### config.mk
export PLATFORM = sky130hd
export DESIGN_NAME = grid_peak_detector_unit_flat
export DESIGN_NICKNAME = d
export VERILOG_FILES = /design/src/gpd_pkg.sv /design/src/gpd_if.sv /design/src/gpd_ram.sv /design/src/gpd_queue.sv /design/src/gpd_front.sv /design/src/gpd_back.sv /design/src/grid_peak_detector_unit.sv /design/src/flat_wrapper.sv
export SDC_FILE = /design/constraint.sdc
export NUM_CORES = 2
export LEC_CHECK = 0
export BUFFER_PORTS_ARGS = -buffer_cell sky130_fd_sc_hd__buf_2
export CORE_MARGIN = 10
export CORE_UTILIZATION = 26
export CTS_BUF_LIST = sky130_fd_sc_hd__clkbuf_16
export DETAILED_ROUTE_END_ITERATION = 16
export PLACE_DENSITY = 0.46
export SKIP_LAST_GASP = 1
export SYNTH_ARGS = -nofsm -noshare
export SYNTH_HDL_FRONTEND = slang
export SYNTH_SLANG_ARGS = --single-unit
### constraint.sdc
create_clock -name clk -period 11.75 [get_ports clk]
set_input_delay 2.9375 -clock clk [delete_from_list [all_inputs] [get_ports clk]]
set_output_delay 2.9375 -clock clk [all_outputs]
set_load 0.05 [all_outputs]
### src/gpd_pkg.sv
`timescale 1ns / 1ps

package gpd_pkg;

	localparam int MAX_ROWS = 32;
	localparam int MAX_COLS = 32;
	localparam int ROW_W = 5;
	localparam int COL_W = 5;
	localparam int H_W = 16;
	localparam int CFG_W = 6;
	localparam int CFG_IDX_W = 1;
	localparam int LINES = 3;
	localparam int LINE_W = 2;
	localparam int RAM_DEPTH = LINES * MAX_COLS;
	localparam int RAM_AW = $clog2(RAM_DEPTH);
	localparam int Q_DEPTH = 4;
	localparam int Q_PTR_W = $clog2(Q_DEPTH);
	localparam int Q_CNT_W = $clog2(Q_DEPTH + 1);

	localparam logic [CFG_W-1:0] MAX_ROWS_C = CFG_W'(MAX_ROWS);
	localparam logic [CFG_W-1:0] MAX_COLS_C = CFG_W'(MAX_COLS);

	typedef enum logic [CFG_IDX_W-1:0] {
		REG_GRID_ROWS = 1'b0,
		REG_GRID_COLS = 1'b1
	} cfg_reg_t;

	typedef logic signed [H_W-1:0] height_t;

	typedef struct packed {
		logic [ROW_W-1:0] row;
		logic [COL_W-1:0] col;
		logic up_ok;
		logic dn_ok;
		logic lf_ok;
		logic rt_ok;
		logic fin;
		height_t up;
		height_t mid;
		height_t dn;
		height_t lf;
		height_t rt;
	} task_t;

	typedef struct packed {
		logic [ROW_W-1:0] row;
		logic [COL_W-1:0] col;
		logic peak;
		logic fin;
	} verdict_t;

	typedef struct packed {
		logic we;
		logic [RAM_AW-1:0] waddr;
		logic [H_W-1:0] wdata;
		logic [RAM_AW-1:0] raddr_a;
		logic [RAM_AW-1:0] raddr_b;
		logic [RAM_AW-1:0] raddr_c;
		logic [RAM_AW-1:0] raddr_d;
	} ram_req_t;

	function automatic logic [CFG_W-1:0] eff_size(logic [CFG_W-1:0] v, logic [CFG_W-1:0] maxv);
		logic [CFG_W-1:0] r;
		if (v == '0) begin
			r = CFG_W'(1);
		end else if (v > maxv) begin
			r = maxv;
		end else begin
			r = v;
		end
		return r;
	endfunction

	function automatic logic [LINE_W-1:0] line_prev(logic [LINE_W-1:0] l);
		logic [LINE_W-1:0] r;
		case (l)
			LINE_W'(0): r = LINE_W'(2);
			LINE_W'(1): r = LINE_W'(0);
			default:    r = LINE_W'(1);
		endcase
		return r;
	endfunction

	function automatic logic [LINE_W-1:0] line_next(logic [LINE_W-1:0] l);
		logic [LINE_W-1:0] r;
		case (l)
			LINE_W'(0): r = LINE_W'(1);
			LINE_W'(1): r = LINE_W'(2);
			default:    r = LINE_W'(0);
		endcase
		return r;
	endfunction

	function automatic verdict_t judge(task_t t);
		verdict_t v;
		logic beaten;
		beaten = (t.up_ok && ($signed(t.mid) < $signed(t.up)))
			|| (t.dn_ok && ($signed(t.mid) < $signed(t.dn)))
			|| (t.lf_ok && ($signed(t.mid) < $signed(t.lf)))
			|| (t.rt_ok && ($signed(t.mid) < $signed(t.rt)));
		v.row = t.row;
		v.col = t.col;
		v.peak = !beaten;
		v.fin = t.fin;
		return v;
	endfunction

endpackage

### src/gpd_if.sv
`timescale 1ns / 1ps

interface gpd_in_if;
	logic valid;
	logic ready;
	gpd_pkg::height_t height;

	modport source (output valid, output height, input ready);
	modport sink (input valid, input height, output ready);
endinterface

interface gpd_res_if;
	logic valid;
	logic ready;
	logic [gpd_pkg::ROW_W-1:0] cell_row;
	logic [gpd_pkg::COL_W-1:0] cell_col;
	logic is_peak;
	logic frame_last;

	modport source (output valid, output cell_row, output cell_col, output is_peak,
		output frame_last, input ready);
	modport sink (input valid, input cell_row, input cell_col, input is_peak,
		input frame_last, output ready);
endinterface

### src/gpd_ram.sv
`timescale 1ns / 1ps

module gpd_ram #(
	parameter int WIDTH = 16,
	parameter int DEPTH = 96
) (
	input  logic                     clk,
	input  logic                     we,
	input  logic [$clog2(DEPTH)-1:0] waddr,
	input  logic [WIDTH-1:0]         wdata,
	input  logic [$clog2(DEPTH)-1:0] raddr_a,
	input  logic [$clog2(DEPTH)-1:0] raddr_b,
	output logic [WIDTH-1:0]         rdata_a,
	output logic [WIDTH-1:0]         rdata_b
);

	logic [WIDTH-1:0] mem_q [DEPTH];

	always_ff @(posedge clk) begin
		if (we) begin
			mem_q[waddr] <= wdata;
		end
		rdata_a <= mem_q[raddr_a];
		rdata_b <= mem_q[raddr_b];
	end

endmodule

### src/gpd_queue.sv
`timescale 1ns / 1ps

module gpd_queue (
	input  logic                       clk,
	input  logic                       arst_n,
	input  logic                       push,
	input  gpd_pkg::task_t             push_data,
	input  logic                       pop,
	output logic                       head_valid,
	output gpd_pkg::task_t             head_data,
	output logic [gpd_pkg::Q_CNT_W-1:0] count
);
	import gpd_pkg::*;

	task_t               slot_q [Q_DEPTH];
	logic [Q_PTR_W-1:0]  wr_ptr_q;
	logic [Q_PTR_W-1:0]  rd_ptr_q;
	logic [Q_CNT_W-1:0]  count_q;

	assign head_valid = (count_q != '0);
	assign head_data = slot_q[rd_ptr_q];
	assign count = count_q;

	always_ff @(posedge clk) begin
		if (push) begin
			slot_q[wr_ptr_q] <= push_data;
		end
	end

	always_ff @(posedge clk or negedge arst_n) begin
		if (!arst_n) begin
			wr_ptr_q <= '0;
			rd_ptr_q <= '0;
			count_q <= '0;
		end else begin
			if (push) begin
				wr_ptr_q <= Q_PTR_W'(wr_ptr_q + 1'b1);
			end
			if (pop) begin
				rd_ptr_q <= Q_PTR_W'(rd_ptr_q + 1'b1);
			end
			if (push && !pop) begin
				count_q <= Q_CNT_W'(count_q + 1'b1);
			end else if (pop && !push) begin
				count_q <= Q_CNT_W'(count_q - 1'b1);
			end
		end
	end

	a_no_overflow: assert property (@(posedge clk) disable iff (!arst_n)
		push |-> (count_q != Q_CNT_W'(Q_DEPTH)))
		else $error("Queue written while full.");

	a_no_underflow: assert property (@(posedge clk) disable iff (!arst_n)
		pop |-> (count_q != '0))
		else $error("Queue read while empty.");

endmodule

### src/gpd_front.sv
`timescale 1ns / 1ps

module gpd_front (
	input  logic                          clk,
	input  logic                          arst_n,
	gpd_in_if.sink                        cells,
	input  logic                          cfg_we,
	input  logic [gpd_pkg::CFG_IDX_W-1:0] cfg_idx,
	input  logic [gpd_pkg::CFG_W-1:0]     cfg_data,
	output gpd_pkg::ram_req_t             ram_req,
	input  logic [gpd_pkg::H_W-1:0]       ram_rdata_a,
	input  logic [gpd_pkg::H_W-1:0]       ram_rdata_b,
	input  logic [gpd_pkg::H_W-1:0]       ram_rdata_c,
	input  logic [gpd_pkg::H_W-1:0]       ram_rdata_d,
	input  logic [gpd_pkg::Q_CNT_W-1:0]   q_count,
	output logic                          push,
	output gpd_pkg::task_t                push_data
);
	import gpd_pkg::*;

	logic [CFG_W-1:0]  rows_q;
	logic [CFG_W-1:0]  cols_q;
	logic [ROW_W-1:0]  row_q;
	logic [COL_W-1:0]  col_q;
	logic [LINE_W-1:0] line_q;
	logic              flush_q;
	logic [COL_W-1:0]  fl_col_q;
	logic [ROW_W-1:0]  fl_row_q;
	logic [LINE_W-1:0] fl_line_q;
	logic [LINE_W-1:0] fl_upl_q;
	logic              valid_s1;
	task_t             task_s1;

	logic [CFG_W-1:0]  nr;
	logic [CFG_W-1:0]  nc;
	logic [LINE_W-1:0] line_m1;
	logic [LINE_W-1:0] line_m2;
	logic              room;
	logic              acc;
	logic              row_end;
	logic              last_row;
	logic              fl_go;
	logic              fl_end;

	assign nr = eff_size(rows_q, MAX_ROWS_C);
	assign nc = eff_size(cols_q, MAX_COLS_C);
	assign line_m1 = line_prev(line_q);
	assign line_m2 = line_prev(line_m1);

	// Space is reserved for the item already in the read stage.
	assign room = (Q_CNT_W'(q_count + Q_CNT_W'(valid_s1)) < Q_CNT_W'(Q_DEPTH));
	assign cells.ready = !flush_q && room;
	assign acc = cells.valid && cells.ready;
	assign fl_go = flush_q && room;

	assign row_end = ({1'b0, col_q} == CFG_W'(nc - 1'b1));
	assign last_row = ({1'b0, row_q} == CFG_W'(nr - 1'b1));
	assign fl_end = ({1'b0, fl_col_q} == CFG_W'(nc - 1'b1));

	always_comb begin
		ram_req.we = acc;
		ram_req.waddr = {line_q, col_q};
		ram_req.wdata = cells.height;
		if (flush_q) begin
			ram_req.raddr_a = {fl_line_q, fl_col_q};
			ram_req.raddr_b = {fl_upl_q, fl_col_q};
			ram_req.raddr_c = {fl_line_q, COL_W'(fl_col_q - 1'b1)};
			ram_req.raddr_d = {fl_line_q, COL_W'(fl_col_q + 1'b1)};
		end else begin
			ram_req.raddr_a = {line_m1, col_q};
			ram_req.raddr_b = {line_m2, col_q};
			ram_req.raddr_c = {line_m1, COL_W'(col_q - 1'b1)};
			ram_req.raddr_d = {line_m1, COL_W'(col_q + 1'b1)};
		end
	end

	always_comb begin
		push = valid_s1;
		push_data = task_s1;
		push_data.mid = ram_rdata_a;
		push_data.up = ram_rdata_b;
		push_data.lf = ram_rdata_c;
		push_data.rt = ram_rdata_d;
	end

	always_ff @(posedge clk) begin
		if (fl_go) begin
			task_s1.row <= fl_row_q;
			task_s1.col <= fl_col_q;
			task_s1.up_ok <= (fl_row_q != '0);
			task_s1.dn_ok <= 1'b0;
			task_s1.lf_ok <= (fl_col_q != '0);
			task_s1.rt_ok <= !fl_end;
			task_s1.fin <= fl_end;
			task_s1.dn <= '0;
		end else if (acc) begin
			task_s1.row <= ROW_W'(row_q - 1'b1);
			task_s1.col <= col_q;
			task_s1.up_ok <= (row_q > ROW_W'(1));
			task_s1.dn_ok <= 1'b1;
			task_s1.lf_ok <= (col_q != '0);
			task_s1.rt_ok <= !row_end;
			task_s1.fin <= 1'b0;
			task_s1.dn <= cells.height;
		end
		task_s1.up <= '0;
		task_s1.mid <= '0;
		task_s1.lf <= '0;
		task_s1.rt <= '0;
	end

	always_ff @(posedge clk or negedge arst_n) begin
		if (!arst_n) begin
			rows_q <= MAX_ROWS_C;
			cols_q <= MAX_COLS_C;
			row_q <= '0;
			col_q <= '0;
			line_q <= '0;
			flush_q <= 1'b0;
			fl_col_q <= '0;
			fl_row_q <= '0;
			fl_line_q <= '0;
			fl_upl_q <= '0;
			valid_s1 <= 1'b0;
		end else begin
			valid_s1 <= fl_go || (acc && (row_q != '0));
			if (cfg_we) begin
				unique case (cfg_reg_t'(cfg_idx))
					REG_GRID_ROWS: rows_q <= cfg_data;
					REG_GRID_COLS: cols_q <= cfg_data;
					default: ;
				endcase
				row_q <= '0;
				col_q <= '0;
				line_q <= '0;
			end else if (acc) begin
				if (row_end) begin
					col_q <= '0;
					if (last_row) begin
						row_q <= '0;
						line_q <= '0;
					end else begin
						row_q <= ROW_W'(row_q + 1'b1);
						line_q <= line_next(line_q);
					end
				end else begin
					col_q <= COL_W'(col_q + 1'b1);
				end
			end
			if (acc && row_end && last_row) begin
				flush_q <= 1'b1;
				fl_col_q <= '0;
				fl_row_q <= row_q;
				fl_line_q <= line_q;
				fl_upl_q <= line_m1;
			end else if (fl_go) begin
				if (fl_end) begin
					flush_q <= 1'b0;
				end else begin
					fl_col_q <= COL_W'(fl_col_q + 1'b1);
				end
			end
		end
	end

	a_flush_in_row: assert property (@(posedge clk) disable iff (!arst_n)
		flush_q |-> ({1'b0, fl_col_q} < nc))
		else $error("Last-row sweep ran past the final column.");

endmodule

### src/gpd_back.sv
`timescale 1ns / 1ps

module gpd_back (
	input  logic           clk,
	input  logic           arst_n,
	input  logic           q_valid,
	input  gpd_pkg::task_t q_data,
	output logic           pop,
	gpd_res_if.source      verdicts
);
	import gpd_pkg::*;

	verdict_t out_q;
	logic     ovalid_q;

	logic     out_free;

	assign out_free = !ovalid_q || verdicts.ready;
	assign pop = q_valid && out_free;

	assign verdicts.valid = ovalid_q;
	assign verdicts.cell_row = out_q.row;
	assign verdicts.cell_col = out_q.col;
	assign verdicts.is_peak = out_q.peak;
	assign verdicts.frame_last = out_q.fin;

	always_ff @(posedge clk) begin
		if (pop) begin
			out_q <= judge(q_data);
		end
	end

	always_ff @(posedge clk or negedge arst_n) begin
		if (!arst_n) begin
			ovalid_q <= 1'b0;
		end else begin
			if (pop) begin
				ovalid_q <= 1'b1;
			end else if (verdicts.ready) begin
				ovalid_q <= 1'b0;
			end
		end
	end

	a_verdict_held: assert property (@(posedge clk) disable iff (!arst_n)
		(ovalid_q && !verdicts.ready) |=> (ovalid_q && $stable(out_q)))
		else $error("Verdict changed while the receiver stalled.");

endmodule

### src/grid_peak_detector_unit.sv
`timescale 1ns / 1ps

// Channel    Role    Handshake       Payload
// cells      sink    valid/ready     height (16-bit signed, raster order)
// verdicts   source  valid/ready     cell_row, cell_col, is_peak, frame_last
// cfg        write   cfg_we          cfg_idx (register), cfg_data (6 bits)
//
// One cell is taken per cycle while ready is high; the cell above is judged via the queue.
// Two line store copies read a cell and its upper, left and right neighbours at once.
// After the final cell the front end sweeps the last row from the line store, one column
// per cycle while the queue has room, and holds cells not ready meanwhile.
// Reset clears the counters and sets a 32 by 32 grid; the line store is not cleared.
// A four-entry queue lets the output stall without stopping the input at once.

module grid_peak_detector_unit (
	input  logic                          clk,
	input  logic                          arst_n,
	gpd_in_if.sink                        cells,
	gpd_res_if.source                     verdicts,
	input  logic                          cfg_we,
	input  logic [gpd_pkg::CFG_IDX_W-1:0] cfg_idx,
	input  logic [gpd_pkg::CFG_W-1:0]     cfg_data
);
	import gpd_pkg::*;

	ram_req_t            ram_req;
	logic [H_W-1:0]      ram_rdata_a;
	logic [H_W-1:0]      ram_rdata_b;
	logic [H_W-1:0]      ram_rdata_c;
	logic [H_W-1:0]      ram_rdata_d;
	logic [Q_CNT_W-1:0]  q_count;
	logic                push;
	task_t               push_data;
	logic                pop;
	logic                q_valid;
	task_t               q_data;

	gpd_ram #(
		.WIDTH(H_W),
		.DEPTH(RAM_DEPTH)
	) u_ram (
		.clk     (clk),
		.we      (ram_req.we),
		.waddr   (ram_req.waddr),
		.wdata   (ram_req.wdata),
		.raddr_a (ram_req.raddr_a),
		.raddr_b (ram_req.raddr_b),
		.rdata_a (ram_rdata_a),
		.rdata_b (ram_rdata_b)
	);

	gpd_ram #(
		.WIDTH(H_W),
		.DEPTH(RAM_DEPTH)
	) u_ram_nb (
		.clk     (clk),
		.we      (ram_req.we),
		.waddr   (ram_req.waddr),
		.wdata   (ram_req.wdata),
		.raddr_a (ram_req.raddr_c),
		.raddr_b (ram_req.raddr_d),
		.rdata_a (ram_rdata_c),
		.rdata_b (ram_rdata_d)
	);

	gpd_front u_front (
		.clk         (clk),
		.arst_n      (arst_n),
		.cells       (cells),
		.cfg_we      (cfg_we),
		.cfg_idx     (cfg_idx),
		.cfg_data    (cfg_data),
		.ram_req     (ram_req),
		.ram_rdata_a (ram_rdata_a),
		.ram_rdata_b (ram_rdata_b),
		.ram_rdata_c (ram_rdata_c),
		.ram_rdata_d (ram_rdata_d),
		.q_count     (q_count),
		.push        (push),
		.push_data   (push_data)
	);

	gpd_queue u_queue (
		.clk        (clk),
		.arst_n     (arst_n),
		.push       (push),
		.push_data  (push_data),
		.pop        (pop),
		.head_valid (q_valid),
		.head_data  (q_data),
		.count      (q_count)
	);

	gpd_back u_back (
		.clk      (clk),
		.arst_n   (arst_n),
		.q_valid  (q_valid),
		.q_data   (q_data),
		.pop      (pop),
		.verdicts (verdicts)
	);

endmodule

### src/flat_wrapper.sv
// flat-port wrapper written by rule: the top's interface ports become plain ports
module grid_peak_detector_unit_flat import gpd_pkg::*;
  (clk, arst_n, cfg_we, cfg_idx, cfg_data, cells_valid, cells_height, cells_ready, verdicts_valid, verdicts_cell_row, verdicts_cell_col, verdicts_is_peak, verdicts_frame_last, verdicts_ready);
  gpd_in_if cells_i ();
  gpd_res_if verdicts_i ();
  input  logic clk;
  input  logic arst_n;
  input  logic cfg_we;
  input  logic [gpd_pkg::CFG_IDX_W-1:0] cfg_idx;
  input  logic [gpd_pkg::CFG_W-1:0] cfg_data;
  input wire logic [$bits(cells_i.valid)-1:0] cells_valid;
  input wire logic [$bits(cells_i.height)-1:0] cells_height;
  output wire logic [$bits(cells_i.ready)-1:0] cells_ready;
  output wire logic [$bits(verdicts_i.valid)-1:0] verdicts_valid;
  output wire logic [$bits(verdicts_i.cell_row)-1:0] verdicts_cell_row;
  output wire logic [$bits(verdicts_i.cell_col)-1:0] verdicts_cell_col;
  output wire logic [$bits(verdicts_i.is_peak)-1:0] verdicts_is_peak;
  output wire logic [$bits(verdicts_i.frame_last)-1:0] verdicts_frame_last;
  input wire logic [$bits(verdicts_i.ready)-1:0] verdicts_ready;
  assign cells_i.valid = cells_valid;
  assign cells_i.height = cells_height;
  assign cells_ready = cells_i.ready;
  assign verdicts_valid = verdicts_i.valid;
  assign verdicts_cell_row = verdicts_i.cell_row;
  assign verdicts_cell_col = verdicts_i.cell_col;
  assign verdicts_is_peak = verdicts_i.is_peak;
  assign verdicts_frame_last = verdicts_i.frame_last;
  assign verdicts_i.ready = verdicts_ready;
  grid_peak_detector_unit u_core (.clk(clk), .arst_n(arst_n), .cells(cells_i), .verdicts(verdicts_i), .cfg_we(cfg_we), .cfg_idx(cfg_idx), .cfg_data(cfg_data));
endmodule
==> out/metrics.csv <==
metric,value,unit
Post-synth EDFFs,1942,
Hold Fails Final Rpt,0,
clk slew on worst S/H paths,60,ps
synth warn,0,
asr flop ratio synth,2.32,%
router iterations before antenna repair,8,
Final setup violation count,0,
sequential area share after synthesis,55.8,%
post-cts resize count,0,
synth-to-layout area growth,13.0,%
syn_nets,10387,
Final min period,6900,ps
Synth cell types,86,
chip width,669,um
post-CTS setup buffers,0,
Mapped Avg Cell Area,10.7,sq um
cells along the critical path,"mux2_8, inv_8, buf_4, buf_12, buf_4, buf_4, nand2_1, and3_1, a311oi_1, a311oi_1, a31oi_1, o21ai_0, buf_4, a222oi_1",
Tcrit/Tclk final,58.7,%
Die Y,669,um
CTS Hold Buffers Added,0,
final setup margin,4850,ps
ys flop type,edfxtp_1,
max-slew violations,10,
most area-hungry cell type in the Yosys netlist,edfxtp_1,
arrival time at the worst endpoint,7710,ps
Slew HR,-4.57,%
Nets,10093,
GP Congestion,0.937,
RSZ-0062 raised after global routing,no,
post-synth top area share,53.2,%
GRT Residual Overflow,0,
Rows,238,
setup TNS,0,ps
io pins,42,
vias after detailed routing,89744,
share of cells above drive strength 1,12.7,%
initial antenna violation count,52,
failing checks,"max-capacitance violations, max-slew violations",
multiplexer share of the synthesized area,10.9,%
Synth Register Bits,2071,
DR iter-0 viols,14305,
buffers added on ports,41,
DRC Markers,0,
Compound-Gate Fraction of Synth Area,5.99,%
full die area,0.448,sq mm
Num CTS Buffers,240,
skew final,82.2,ps
run status,"finished, violations left",
largest cells by area after synthesis,"edfxtp_1 (53%), nand2_1 (12%), mux4_2 (9.0%)",
CP Data Required Time,12560,ps
CP Capture Type,register,
CTS tree,done,
initial core utilization,26.1,%
Slew @ Worst Pin,1560,ps
Max Cap Viol,2,
Vias/cell,5.71,
pre-CTS worst setup slack,5040,ps
CP Class,reg2reg,
most frequent CP cell,buf_4,
CP Launch Type,register,
DPL Wire Length,295,mm
crit path max-delay cell type,dfrtp_2,
Syn Inst Count,10282,
Clock Tree Root,clkbuf_16,
slowest cell delay on critical path,1030,ps
CTS sink cnt,2071,
Mapped Area,0.110,sq mm
Routed Antenna Nets,0,
DR WL/cell,30.5,um
Post-Synth Adder-Cell Area,0.886,%
core outline area,0.420,sq mm
xor/xnor share of the synthesized area,0.412,%
first-pass GRT wire length,663,mm
GRT Util Overall,20.5,%
Max Clk Rate,145,MHz
Min-Delay Path Class,reg2reg,
largest net degree at the start of global routing,156,
Clock Latency Late Sink,960,ps
Max Buffers Root-to-Sink,4,
CP max FO,131,
largest family of logic cells by synthesized area,simple AND/OR/NAND/NOR gates,
simple-gate share of the synthesized area,22.1,%
htree depth,4,
number of global-route vias before repair,85039,
total wire length,479,mm
==> metrics by stage <==
stage / cell area, sq um / utilization, % / hold slack [ps] / std cells
floorplan: 110000 / - / 438 / 10282
global placement: 116000 / 27.6 / 458 / 15266
detailed placement: 116000 / 27.6 / 477 / 15266
CTS: 124000 / 29.5 / 491 / 15713
global route: 124000 / 29.5 / 509 / 15723
finish: 124000 / 29.5 / 484 / 15730
==> kinds of logic (layout without fill, tap and decap cells) <==
group,count (synthesis),in the layout
adders and majority gates,77,77
and+or+nand+nor,5612,5612
AOI/OAI and AO/OA,921,921
muxes,635,635
xor gates and xnor gates,45,45
other,0,17
buffers and inverters,921,832
DFF,2071,2071
==> synthesized netlist by cell type (100+ instances only) <==
library cell,number
edfxtp_1,1942
a31oi_1,245
clkbuf_1,318
buf_2,338
a21oi_1,121
mux4_2,439
nand2_1,3451
nor2_1,169
a311oi_1,171
and3_1,238
mux2i_1,160
buf_1,100
nand3_1,1576
==> sequential cells by signal, indices dropped and copies added, names as in the netlist, 6 cells and up <==
| signal | count |
|---|---|
| u_core.u_ram_nb.mem_q | 1504 |
| u_core.u_queue.slot_q | 380 |
| u_core.u_ram.mem_q | 32 |
| u_core.u_front.push_data | 31 |
| u_core.u_ram.rdata_a | 16 |
| u_core.u_ram.rdata_b | 16 |
| u_core.u_ram_nb.rdata_a | 16 |
| u_core.u_ram_nb.rdata_b | 16 |
| u_core.u_front.cols_q | 6 |
| u_core.u_front.rows_q | 6 |
==> critical path: cells and delay by family, from the launching register on <==
family	cells	cell delay, ps
buffers and inverters	6	3080
AO/OA/AOI/OAI	5	1260
flip-flops	1	1030
multiplexers	1	690
AND/OR/NAND/NOR	2	270
==> metal layers <==
metal / global-route usage (%) / share of wire [%] / vias to the layer above
li1: - / - / 37304
met1: 27.0 / 39 / 44843
met2: 30.3 / 42 / 6281
met3: 5.74 / 12 / 1294
met4: 11.5 / 6.7 / 22
met5: 0 / 0.034 / -
==> placed cells by master (no fill, tap or decap), types with 81 or more instances in the layout <==
cell type / n
a21oi_1: 120
a311oi_1: 171
a31oi_1: 243
and3_1: 238
buf_4: 251
clkbuf_16: 242
dfxtp_1: 81
edfxtp_1: 1942
inv_1: 123
mux2i_1: 158
mux4_2: 439
nand2_1: 3448
nand3_1: 1576
o22ai_1: 88
==> cell type report <==
class                           count  area (sq um)
Tap cell                         5520          6910
Fill cell                       42600        296000
Inverter                           83           327
Antenna cell                       17          42.5
Sequential cell                  2071         61100
Multi-Input combinational cell   7290         44900
Clock inverter                    205          1880
Clock buffer                      242          6060
Timing Repair Buffer              302          2530
==> final timing paths <==
check / from / end / slack [ps] / cells after the start
max: u_core.u_front.flush_q / u_core.u_ram.rdata_b[2] / 4850 / 14
min: u_core.u_ram.rdata_b[5] / u_core.u_queue.slot_q[3][69] / 480 / 0
max reg2reg: u_core.u_front.flush_q / u_core.u_ram.rdata_b[2] / 4850 / 14
min reg2reg: u_core.u_ram.rdata_b[5] / u_core.u_queue.slot_q[3][69] / 480 / 0
max in group asynchronous: arst_n / u_core.u_front.flush_q / 9070 / 2
min in group asynchronous: arst_n / u_core.u_queue.rd_ptr_q[0] / 2140 / 2
Power is not shown: default switching activity piles up to over one toggle a cycle in this logic, so the estimate is an artifact.
